--- config.mk ---
export PLATFORM = sky130hd
export DESIGN_NAME = psg_tone_noise_generator_core
export DESIGN_NICKNAME = d
export VERILOG_FILES = /design/src/rtl/psgtn_pkg.sv /design/src/rtl/psgtn_gen.sv /design/src/rtl/psgtn_mixer.sv /design/src/rtl/psg_tone_noise_generator_core.sv
export SDC_FILE = /design/constraint.sdc
export NUM_CORES = 1
export LEC_CHECK = 0
export BUFFER_PORTS_ARGS = -buffer_cell sky130_fd_sc_hd__buf_2
export CAP_MARGIN = 20
export CORE_ASPECT_RATIO = 1.75
export CORE_MARGIN = 5
export CORE_UTILIZATION = 30
export CTS_BUF_LIST = sky130_fd_sc_hd__clkbuf_16
export CTS_CLUSTER_SIZE = 40
export DETAILED_ROUTE_END_ITERATION = 8
export HOLD_SLACK_MARGIN = 0.02
export PLACE_DENSITY = 0.51
export SYNTH_ARGS = -nofsm -noshare
export SYNTH_HDL_FRONTEND = slang
export SYNTH_HIERARCHICAL = 1
export SYNTH_SLANG_ARGS = --single-unit
--- constraint.sdc ---
create_clock -name aclk -period 7.1 [get_ports aclk]
set_clock_uncertainty 0.15 [all_clocks]
set_input_delay 0.71 -clock aclk [delete_from_list [all_inputs] [get_ports aclk]]
set_output_delay 0.71 -clock aclk [all_outputs]
set_load 0.02 [all_outputs]
--- src/rtl/psgtn_pkg.sv ---
// Shared types, constants and the volume table for the tone and noise generator.
// No dependencies; every other file in rtl refers to this package by scoped names.
package psgtn_pkg;

    // Channel layout
    localparam int CHANNELS     = 4;
    localparam int CNT_W        = 10;
    localparam int VOL_W        = 4;
    localparam int SHIFT_W      = 15;
    localparam int LEVEL_W      = 13;
    localparam int SAMPLE_W     = 15;
    localparam int REG_SEL_W    = 3;

    localparam logic [1:0] TONE2_CH = 2'd2;
    localparam logic [1:0] NOISE_CH = 2'd3;

    // Item commands
    localparam logic CMD_WRITE = 1'b0;
    localparam logic CMD_TICK  = 1'b1;

    // Noise rate codes
    localparam logic [1:0] RATE_16    = 2'd0;
    localparam logic [1:0] RATE_32    = 2'd1;
    localparam logic [1:0] RATE_64    = 2'd2;
    localparam logic [1:0] RATE_TONE2 = 2'd3;

    localparam logic [CNT_W-1:0]   PERIOD_16   = 10'h010;
    localparam logic [CNT_W-1:0]   PERIOD_32   = 10'h020;
    localparam logic [CNT_W-1:0]   PERIOD_64   = 10'h040;
    localparam logic [SHIFT_W-1:0] NOISE_SEED  = 15'h4000;
    localparam logic [LEVEL_W-1:0] FULL_LEVEL  = 13'd8191;

    // Configuration port
    localparam int PADDR_W = 3;
    localparam int PDATA_W = 32;
    localparam logic REG_INVERT_LEVELS = 1'b0;

    // Per-cycle view of the channels handed to the mixer
    typedef struct packed {
        logic [CHANNELS-1:0]            out_bit;
        logic [CHANNELS-1:0][VOL_W-1:0] volume;
    } psgtn_mix_t;

    // Attenuation table, 2 dB a step, silence at the last entry
    function automatic logic [LEVEL_W-1:0] level_of(input logic [VOL_W-1:0] idx,
                                                     input logic           invert);
        logic [LEVEL_W-1:0] v;
        begin
            unique case (idx)
                4'd0:    v = 13'd8191;
                4'd1:    v = 13'd6506;
                4'd2:    v = 13'd5168;
                4'd3:    v = 13'd4105;
                4'd4:    v = 13'd3261;
                4'd5:    v = 13'd2590;
                4'd6:    v = 13'd2057;
                4'd7:    v = 13'd1634;
                4'd8:    v = 13'd1298;
                4'd9:    v = 13'd1031;
                4'd10:   v = 13'd819;
                4'd11:   v = 13'd651;
                4'd12:   v = 13'd517;
                4'd13:   v = 13'd411;
                4'd14:   v = 13'd326;
                default: v = 13'd0;
            endcase
            level_of = invert ? (FULL_LEVEL - v) : v;
        end
    endfunction

    // Noise reload period for a rate code
    function automatic logic [CNT_W-1:0] noise_period(input logic [1:0]       rate,
                                                      input logic [CNT_W-1:0] tone2);
        begin
            unique case (rate)
                RATE_16:    noise_period = PERIOD_16;
                RATE_32:    noise_period = PERIOD_32;
                RATE_64:    noise_period = PERIOD_64;
                RATE_TONE2: noise_period = tone2;
            endcase
        end
    endfunction

endpackage

--- src/rtl/psgtn_gen.sv ---
// Generator state: register write decoding, tone/noise counters and the noise shifter.
// Depends on psgtn_pkg; feeds psgtn_mixer with the updated channel bits and volumes.
module psgtn_gen (
    input  logic                          aclk,
    input  logic                          aresetn,
    input  logic                          fire,
    input  logic                          command,
    input  logic [7:0]                    write_data,
    output psgtn_pkg::psgtn_mix_t         mix
);

    localparam int N  = psgtn_pkg::CHANNELS;
    localparam int CW = psgtn_pkg::CNT_W;
    localparam int VW = psgtn_pkg::VOL_W;
    localparam int SW = psgtn_pkg::SHIFT_W;

    logic [N-1:0][CW-1:0] counter_reg, counter_next;
    logic [N-1:0]         ff_reg, ff_next;
    logic [N-1:0][VW-1:0] vol_reg, vol_next;
    logic [N-1:0][CW-1:0] period_reg, period_next;
    logic [SW-1:0]        shift_reg, shift_next;
    logic                 mode_reg, mode_next;
    logic [1:0]           rate_reg, rate_next;
    logic [psgtn_pkg::REG_SEL_W-1:0] latched_reg, latched_next;

    logic [psgtn_pkg::REG_SEL_W-1:0] sel;
    logic [1:0]           ch;
    logic [CW-1:0]        wr_period;
    logic [N-1:0][CW-1:0] dec;
    logic [N-1:0]         expired;
    logic [SW-1:0]        shifted;

    // Hold the generator state
    always_ff @(posedge aclk) begin
        if (!aresetn) begin
            counter_reg <= '0;
            ff_reg      <= '0;
            vol_reg     <= '0;
            period_reg  <= '0;
            period_reg[psgtn_pkg::NOISE_CH] <= psgtn_pkg::PERIOD_64;
            shift_reg   <= '0;
            mode_reg    <= 1'b0;
            rate_reg    <= psgtn_pkg::RATE_64;
            latched_reg <= '0;
        end else begin
            counter_reg <= counter_next;
            ff_reg      <= ff_next;
            vol_reg     <= vol_next;
            period_reg  <= period_next;
            shift_reg   <= shift_next;
            mode_reg    <= mode_next;
            rate_reg    <= rate_next;
            latched_reg <= latched_next;
        end
    end

    // Decode a write or advance all counters by one tick
    always_comb begin
        counter_next = counter_reg;
        ff_next      = ff_reg;
        vol_next     = vol_reg;
        period_next  = period_reg;
        shift_next   = shift_reg;
        mode_next    = mode_reg;
        rate_next    = rate_reg;
        latched_next = latched_reg;
        sel          = write_data[7] ? write_data[6:4] : latched_reg;
        ch           = sel[2:1];
        wr_period    = period_reg[ch];
        shifted      = shift_reg >> 1;
        for (int c = 0; c < N; c++) begin
            dec[c]     = counter_reg[c] - CW'(1);
            expired[c] = (dec[c] == '0);
        end
        if (fire) begin
            unique case (command)
                psgtn_pkg::CMD_WRITE: begin
                    latched_next = sel;
                    if (sel[0]) begin
                        vol_next[ch] = write_data[VW-1:0];
                    end else if (ch == psgtn_pkg::NOISE_CH) begin
                        // Noise control: rate, mode, reseed the shifter
                        rate_next  = write_data[1:0];
                        mode_next  = write_data[2];
                        shift_next = psgtn_pkg::NOISE_SEED;
                        wr_period  = psgtn_pkg::noise_period(write_data[1:0],
                                                             period_reg[psgtn_pkg::TONE2_CH]);
                        period_next[psgtn_pkg::NOISE_CH] = wr_period;
                    end else begin
                        if (write_data[7]) begin
                            wr_period = {period_reg[ch][CW-1:4], write_data[3:0]};
                        end else begin
                            wr_period = {write_data[5:0], period_reg[ch][3:0]};
                        end
                        period_next[ch] = wr_period;
                        // Noise tracking tone 2 follows its period
                        if (ch == psgtn_pkg::TONE2_CH && rate_reg == psgtn_pkg::RATE_TONE2) begin
                            period_next[psgtn_pkg::NOISE_CH] = wr_period;
                        end
                    end
                end
                psgtn_pkg::CMD_TICK: begin
                    for (int c = 0; c < N; c++) begin
                        if (expired[c]) begin
                            counter_next[c] = period_reg[c];
                            ff_next[c]      = ~ff_reg[c];
                        end else begin
                            counter_next[c] = dec[c];
                        end
                    end
                    // Step the shifter on a rising noise toggle
                    if (expired[psgtn_pkg::NOISE_CH] && !ff_reg[psgtn_pkg::NOISE_CH]) begin
                        if (mode_reg) begin
                            shift_next = {shift_reg[0] ^ shift_reg[1], shift_reg[SW-1:1]};
                        end else if (shifted == '0) begin
                            shift_next = psgtn_pkg::NOISE_SEED;
                        end else begin
                            shift_next = shifted;
                        end
                    end
                end
            endcase
        end
    end

    // Channel view after this item
    assign mix.out_bit = {shift_next[0], ff_next[N-2:0]};
    assign mix.volume  = vol_next;

endmodule

--- src/rtl/psgtn_mixer.sv ---
// Volume table lookup, four-way sum and the result register.
// Depends on psgtn_pkg; takes the channel view from psgtn_gen.
module psgtn_mixer (
    input  logic                                aclk,
    input  logic                                aresetn,
    input  logic                                load,
    input  logic                                take,
    input  logic                                invert_levels,
    input  psgtn_pkg::psgtn_mix_t               mix,
    output logic                                m_valid,
    output logic [psgtn_pkg::SAMPLE_W-1:0]      m_sample
);

    localparam int N  = psgtn_pkg::CHANNELS;
    localparam int SW = psgtn_pkg::SAMPLE_W;

    logic              valid_reg, valid_next;
    logic [SW-1:0]     sample_reg;
    logic [N-1:0][psgtn_pkg::LEVEL_W-1:0] level;
    logic [SW-1:0]     sum;

    // Look up each channel, forcing the last table entry (silence unless inverted) when its output bit is low
    always_comb begin
        for (int c = 0; c < N; c++) begin
            level[c] = psgtn_pkg::level_of(mix.out_bit[c] ? mix.volume[c]
                                                          : psgtn_pkg::VOL_W'(15),
                                           invert_levels);
        end
        sum = SW'(level[0]) + SW'(level[1]) + SW'(level[2]) + SW'(level[3]);
    end

    // Hold the word until taken
    always_comb begin
        valid_next = valid_reg;
        if (load) begin
            valid_next = 1'b1;
        end else if (take) begin
            valid_next = 1'b0;
        end
    end

    always_ff @(posedge aclk) begin
        if (!aresetn) begin
            valid_reg <= 1'b0;
        end else begin
            valid_reg <= valid_next;
        end
    end

    always_ff @(posedge aclk) begin
        if (load) begin
            sample_reg <= sum;
        end
    end

    assign m_valid  = valid_reg;
    assign m_sample = sample_reg;

endmodule

--- src/rtl/psg_tone_noise_generator_core.sv ---
// Three-tone, one-noise sound generator: one word per cycle, writes or ticks, while no tick is stalled.
// A tick word is held in the input register, then its sample is loaded into the result register and shown on m_sample.
// The output register frees a slot while m_ready is high; a tick word waits in the input register until then.
// Writes give no sample. Reset (aresetn low, synchronous) restores all channel state
// and clears the level inversion bit; the input and result stages come up empty.
module psg_tone_noise_generator_core (
    input  logic                                aclk,
    input  logic                                aresetn,
    // input words
    input  logic                                s_valid,
    output logic                                s_ready,
    input  logic                                s_command,
    input  logic [7:0]                          s_write_data,
    // samples
    output logic                                m_valid,
    input  logic                                m_ready,
    output logic [psgtn_pkg::SAMPLE_W-1:0]      m_sample,
    // configuration
    input  logic                                psel,
    input  logic                                penable,
    input  logic                                pwrite,
    input  logic [psgtn_pkg::PADDR_W-1:0]       paddr,
    input  logic [psgtn_pkg::PDATA_W-1:0]       pwdata,
    output logic [psgtn_pkg::PDATA_W-1:0]       prdata,
    output logic                                pready
);

    logic       in_valid_reg, in_valid_next;
    logic       in_cmd_reg;
    logic [7:0] in_data_reg;
    logic       silence_reg;
    logic       out_free;
    logic       fire;
    logic       accept;
    psgtn_pkg::psgtn_mix_t mix;

    // Configuration register
    always_ff @(posedge aclk) begin
        if (!aresetn) begin
            silence_reg <= 1'b0;
        end else if (psel && penable && pwrite && pready
                     && paddr[2] == psgtn_pkg::REG_INVERT_LEVELS) begin
            silence_reg <= pwdata[0];
        end
    end

    assign pready = 1'b1;
    assign prdata = (paddr[2] == psgtn_pkg::REG_INVERT_LEVELS)
                    ? {{(psgtn_pkg::PDATA_W-1){1'b0}}, silence_reg} : '0;

    // Process the held word: a write always, a tick only when its result has somewhere to go
    assign out_free = !m_valid || m_ready;
    assign fire     = in_valid_reg && (in_cmd_reg == psgtn_pkg::CMD_WRITE || out_free);
    assign s_ready  = !in_valid_reg || fire;
    assign accept   = s_valid && s_ready;

    // Input register
    always_comb begin
        in_valid_next = in_valid_reg;
        if (accept) begin
            in_valid_next = 1'b1;
        end else if (fire) begin
            in_valid_next = 1'b0;
        end
    end

    always_ff @(posedge aclk) begin
        if (!aresetn) begin
            in_valid_reg <= 1'b0;
        end else begin
            in_valid_reg <= in_valid_next;
        end
    end

    always_ff @(posedge aclk) begin
        if (accept) begin
            in_cmd_reg  <= s_command;
            in_data_reg <= s_write_data;
        end
    end

    psgtn_gen u_gen (
        .aclk       (aclk),
        .aresetn    (aresetn),
        .fire       (fire),
        .command    (in_cmd_reg),
        .write_data (in_data_reg),
        .mix        (mix)
    );

    psgtn_mixer u_mixer (
        .aclk          (aclk),
        .aresetn       (aresetn),
        .load          (fire && in_cmd_reg == psgtn_pkg::CMD_TICK),
        .take          (m_ready),
        .invert_levels (silence_reg),
        .mix           (mix),
        .m_valid       (m_valid),
        .m_sample      (m_sample)
    );

endmodule

-- Word level (Yosys, flattened, before mapping)
Memory sizes are Yosys's and may differ from the RTL's.
Index checks and enable logic that the tools add are counted.
- $lt $le $gt $ge: 2
- add/sub/neg operators: 11
- mux-type cells: 49
- bitwise logic cells: 9
- eq/ne operators: 9
- reductions and logical operators: 30
- operator list (kind ; number):
    $mux W10 ; 13
    $mux W15 ; 5
    $mux W13 ; 4
    $sub A13 B13 Y13 const A ; 4
    $mux W16 ; 3
    $bwmux W40 ; 1
    $logic_not A10 Y1 ; 4
    $pmux W10 S4 ; 1
    $sub A10 B1 Y10 const B ; 4
    $add A15 B13 Y15 ; 2
    $pmux W15 S2 ; 1
    $bmux W10 S2 ; 1
    $demux W10 S2 ; 1
    $mux W4 ; 5
    $bwmux W16 ; 1
    $logic_not A15 Y1 ; 1
    $add A13 B13 Y14 ; 1
    $reduce_and A4 Y1 ; 3
    $eq A2 B2 Y1 const B ; 5
    $logic_and A1 B1 Y1 ; 9
    $mux W1 ; 9
    $mux W3 ; 3
    $demux W4 S2 ; 1
    $not A1 Y1 ; 8
    12 further kinds ; 20
- bits in registers: 148
- logic and storage cells: 139
- ROM bits: 832
- memories kept: 4
- output and inout bits: 50
- memory list (memory ; depth ; width ; rd ports ; clocked after Yosys merged registers in ; write ports ; RTL line ; text):
    (name not given) ; 16 ; 13 ; 1 ; 0 ; 0 ; psgtn_pkg.sv:49 ; unique case (idx)
    (name not given) ; 16 ; 13 ; 1 ; 0 ; 0 ; psgtn_pkg.sv:49 ;
    (name not given) ; 16 ; 13 ; 1 ; 0 ; 0 ; psgtn_pkg.sv:49 ;
    (name not given) ; 16 ; 13 ; 1 ; 0 ; 0 ; psgtn_pkg.sv:49 ;

-- Longest topological paths before layout
An unclocked memory read counts as a cell.
- depth after elaboration: 16
- mapped depth: 27
- mapped depth without buffers: 26

-- By module
The synthesis kept the hierarchy.
- by module, submodules not included (module ; sequential area each (um2) ; instances ; cells an instance ; area each (um2)):
    psgtn_gen ; 2422.3 ; 1 ; 717 ; 6155.9
    psgtn_mixer ; 470.5 ; 1 ; 435 ; 3766.1
    psg_tone_noise_generator_core ; 310.3 ; 1 ; 57 ; 659.4

-- Worst setup path after synthesis
Ideal clock, no wire load.
- kind: reg-to-reg
- start point: reg u_gen/counter_reg[0] in the netlist's numbering
- end point: reg u_mixer.sample_reg[13] (netlist: u_mixer/m_sample[13]) (data pin)
- setup time: 269 ps
- data arrival time: 5516 ps
- cell stages (with the launch flop): 25
- data required time: 6681 ps
- setup slack: 1166 ps
- buffers on the path: 1
- path through: dfxtp_1 -> inv_1 -> ha_1 -> nand2b_1 -> a211oi_1 -> o32ai_1 -> and2_1 -> buf_2 -> nand2_1 -> xnor2_1 -> nor2b_1 -> ha_1 -> mux4_2 -> xor2_1 -> fa_1 -> fa_1 -> inv_1 -> ha_1 -> inv_1 -> fa_1 -> nor2b_1 -> o31a_1 -> a21oi_2 -> a31oi_1 -> o311ai_1
- RTL lines (item ; RTL line ; text):
    start: declaration ; psgtn_gen.sv:17 ; logic [N-1:0][CW-1:0] counter_reg, counter_next;
    start signal: assignment ; psgtn_gen.sv:46 ; counter_reg <= counter_next;
    end signal: assignment ; psgtn_mixer.sv:52 ; sample_reg <= sum;
    end: declaration ; psgtn_mixer.sv:18 ; logic [SW-1:0] sample_reg;

==> flow_summary_export.csv <==
group,metric,value,unit
setup_path,slowest_delay,470,ps
global_routing,grt_busiest_layer,"met2",
cts,ctsHtreeMaxLevel,4,
power_and_ir_drop,leakagePower,4.86,nW
sta,min_period,6360,ps
synthesis,synthDistinctLibCells,89,
cts,cts_tree,"yes",
sta,period_share,0.896,
sta,worst_pin_slew,948,ps
global_routing,met1_usage,0.147,
min_path,min-delay-start,"s_write_data[3]",
sta,drv_slew,0,
synthesis,synthCells,1209,
synthesis,synth_enable_flop_cells,24,
floorplan,num_rows,91,
floorplan,die-area,0.0393,mm^2
setup_path,cp.buffers_inverters,3,
floorplan,start_util,0.302,
global_routing,grt_max_degree,72,
cts,ctsResizeCount,0,
cells_and_area,nets,1362,
cts,ctsHoldBuffers,0,
cts,clockBufferDepth,2,
setup_path,cp_top_family,"adder cells",
routing,drc,0,
setup_path,cp-end-kind,"flip-flop",
cells_and_area,area_delta_synth_final,11.1,%
setup_path,path_class,"reg -> reg",
cts,post_cts_buffers,0,
routing,drtIter0Drc,476,
floorplan,chipWidth,152,um
placement,port_buffers,35,
global_routing,use_met3,0.0239,
synthesis,netlist_area,0.0106,mm^2
synthesis,avgSynthCellArea,8.75,um^2
placement,place.gp.congestion,0.836,
placement,dp_slack,520,ps
global_routing,use_met2,0.273,
setup_path,rrSetupSlack,740,ps
sta,tns,0,ps
global_routing,track_usage,0.144,
sta,slew_headroom,0.368,
setup_path,crit_slowest_cell,"mux4_2",
setup_path,r2r-end,"u_mixer/m_sample[13]",
run,cap_violations,0,
routing,wl_per_cell,16.6,um
cts,cts_sinks,148,
sta,hold_viol,0,
min_path,hold_path_class,"in -> reg",
synthesis,ys_warn_count,6,
setup_path,cp_max_fo,9,
setup_path,crit_arrival,6380,ps
sta,worst_slack,737,ps
min_path,hold_path_end,"in_data_reg[3]",
run_status,status,"finished clean",
sta,finalSetupViolations,0,
sta,rsz0062_at_grt,"false",
synthesis,seq_area_frac_synth,0.303,
setup_path,critical_path.cell_chain,"inv_1 > ha_1 > o41ai_1 > nand4_1 > nor3_1 > xor2_1 > and2b_1 > ha_1 > mux4_2 > xor2_1 > fa_1 > fa_1 > inv_1 > ha_1 > inv_1 > fa_1 > nor2b_1 > o31a_1 > a21oi_2 > a31oi_1 > o311ai_1",
setup_path,required,7120,ps
setup_path,r2r_cells,21,
floorplan,die_h,258,um
routing,vias,8557,
synthesis,synthFlopType,"dfxtp_1",
cells_and_area,fillCellCount,3765,
cts,clock-root-buffer,"clkbuf_16",
cells_and_area,drive_gt1_frac,0.127,
routing,final_antenna_net_count,0,
routing,wl,28500,um
power_and_ir_drop,p_per_area,177,mW/mm^2
min_path,holdPathStages,1,
setup_path,cp-start-kind,"flip-flop",
global_routing,overflow,0,
setup_path,r2r-start,"u_gen/counter_reg[10]",
placement,post-dp-hpwl,21900,um
cells_and_area,diodes,0,
cts,clk_pin_slew_worst_paths,70,ps
synthesis,synth_async_sr_flop_share,0,
cts,clk_latency,440,ps
routing,via_per_inst,5.00,
global_routing,grt_first_pass_wirelength,45500,um
floorplan,core_area,0.0351,mm^2
sta,fmaxAchievable,157,MHz
power_and_ir_drop,peakVddDrop,0.000172,V
global_routing,grt_pass1_vias,8474,
synthesis,synth_seq_cells,148,
routing,drt-pass1-iter-count,5,
cts,cts_buffers,17,
floorplan,ios,101,
global_routing,antenna_found_initial,0,
[report_power, final]
group | leakage, nW | internal (mW) | total, mW | switching, mW
registers | 1.24 | 0.877 | 0.911 | 0.0341
logic | 3.35 | 0.109 | 0.281 | 0.172
clock network | 0.277 | 0.491 | 0.895 | 0.403
[how the worst max path moves through the flow]
stage | startpoint | end | slack [ps] | cells past startpoint
2_1_floorplan | u_gen/counter_reg[0] | u_mixer/m_sample[13] | 1170 | 24
3_3_place_gp | m_ready | u_mixer/m_sample[11] | 530 | 21
3_5_place_dp | m_ready | u_mixer/m_sample[11] | 520 | 21
4_1_cts | u_gen/counter_reg[10] | u_mixer/m_sample[11] | 580 | 21
5_1_grt | u_gen/counter_reg[0] | u_mixer/m_sample[13] | 250 | 26
6_report | u_gen/counter_reg[10] | u_mixer/m_sample[13] | 740 | 21
[cell type report]
class                      count  area [um^2]  area share
sequential                   148         3200       0.272
multi-input combinational    925         6660       0.567
inverter                      65          244      0.0207
clock inverter                15          144      0.0122
clock buffer                  17          425      0.0362
tap                          465          582      0.0495
timing repair buffer          78          498      0.0423
[cells by family after synthesis]
family	count (synthesis)	synth area share
compound gates	307	0.191
xor+xnor	68	0.0563
fa+ha+maj	76	0.108
buf+inv	166	0.0784
flops	148	0.303
mux	77	0.0831
other cells	2	0.000710
simple gates	365	0.180
[per-stage QoR]
stage	hold WS [ps]	instances	util	power (mW)	instance area (um^2)
2_1_floorplan	286	1239	-	1.15	10700
3_3_place_gp	305	1681	0.319	1.21	11200
3_5_place_dp	314	1681	0.319	1.21	11200
4_1_cts	272	1713	0.335	2.12	11800
5_1_grt	269	1713	0.335	2.19	11800
6_report	301	1713	0.335	2.09	11800
[placed cells by master, fill, tap and decap left out, types with 6 or more instances in the layout]
cell	n
o21ai_0	81
a22o_1	15
a221oi_1	6
and3_1	7
mux2_2	17
a31oi_1	11
dfxtp_1	123
mux2i_1	53
conb_1	32
o21a_1	8
a211oi_1	14
fa_1	26
buf_4	43
nor2_1	80
buf_2	35
a21oi_1	76
clkbuf_16	17
xor2_1	23
mux4_2	7
nor4_1	8
and2_1	24
nor3_1	24
o21ai_1	7
nor2b_1	28
nand2_1	97
o22ai_1	6
nand2b_1	24
a22oi_1	23
nand3_1	30
edfxtp_1	24
inv_1	64
ha_1	50
xnor2_1	45
[cell usage after synthesis (all sizes together) (4+ instances only)]
cell    instances  share of area
a211oi         15          0.012
a21o            5         0.0035
a21oi          78          0.038
a221oi          6         0.0050
a22o           15          0.012
a22oi          23          0.016
a311oi          4         0.0033
a31oi          11         0.0065
a32oi           4         0.0051
a41oi           4         0.0033
and2           26          0.016
and3            7         0.0041
buf            68          0.044
clkbuf         33          0.012
dfxtp         124           0.23
edfxtp         24          0.068
fa             26          0.049
ha             50          0.059
inv            65          0.023
mux2           17          0.018
mux2i          53          0.050
mux4            7          0.015
nand2          98          0.035
nand2b         24          0.014
nand3          30          0.014
nand3b          5         0.0035
nand4           4         0.0024
nor2           81          0.029
nor2b          29          0.017
nor3           28          0.016
nor4            9         0.0059
o211ai          4         0.0028
o21a            8         0.0057
o21ai          88          0.042
o22ai           6         0.0035
or3             5         0.0034
or4             5         0.0039
xnor2          45          0.037
xor2           23          0.019
[metal layers]
metal | up-vias | share of wire
li1 | 4277 | -
met1 | 4034 | 0.38
met2 | 170 | 0.54
met3 | 76 | 0.027
met4 | 0 | 0.057
met5 | - | 0
(Power assumes the default switching activity.)
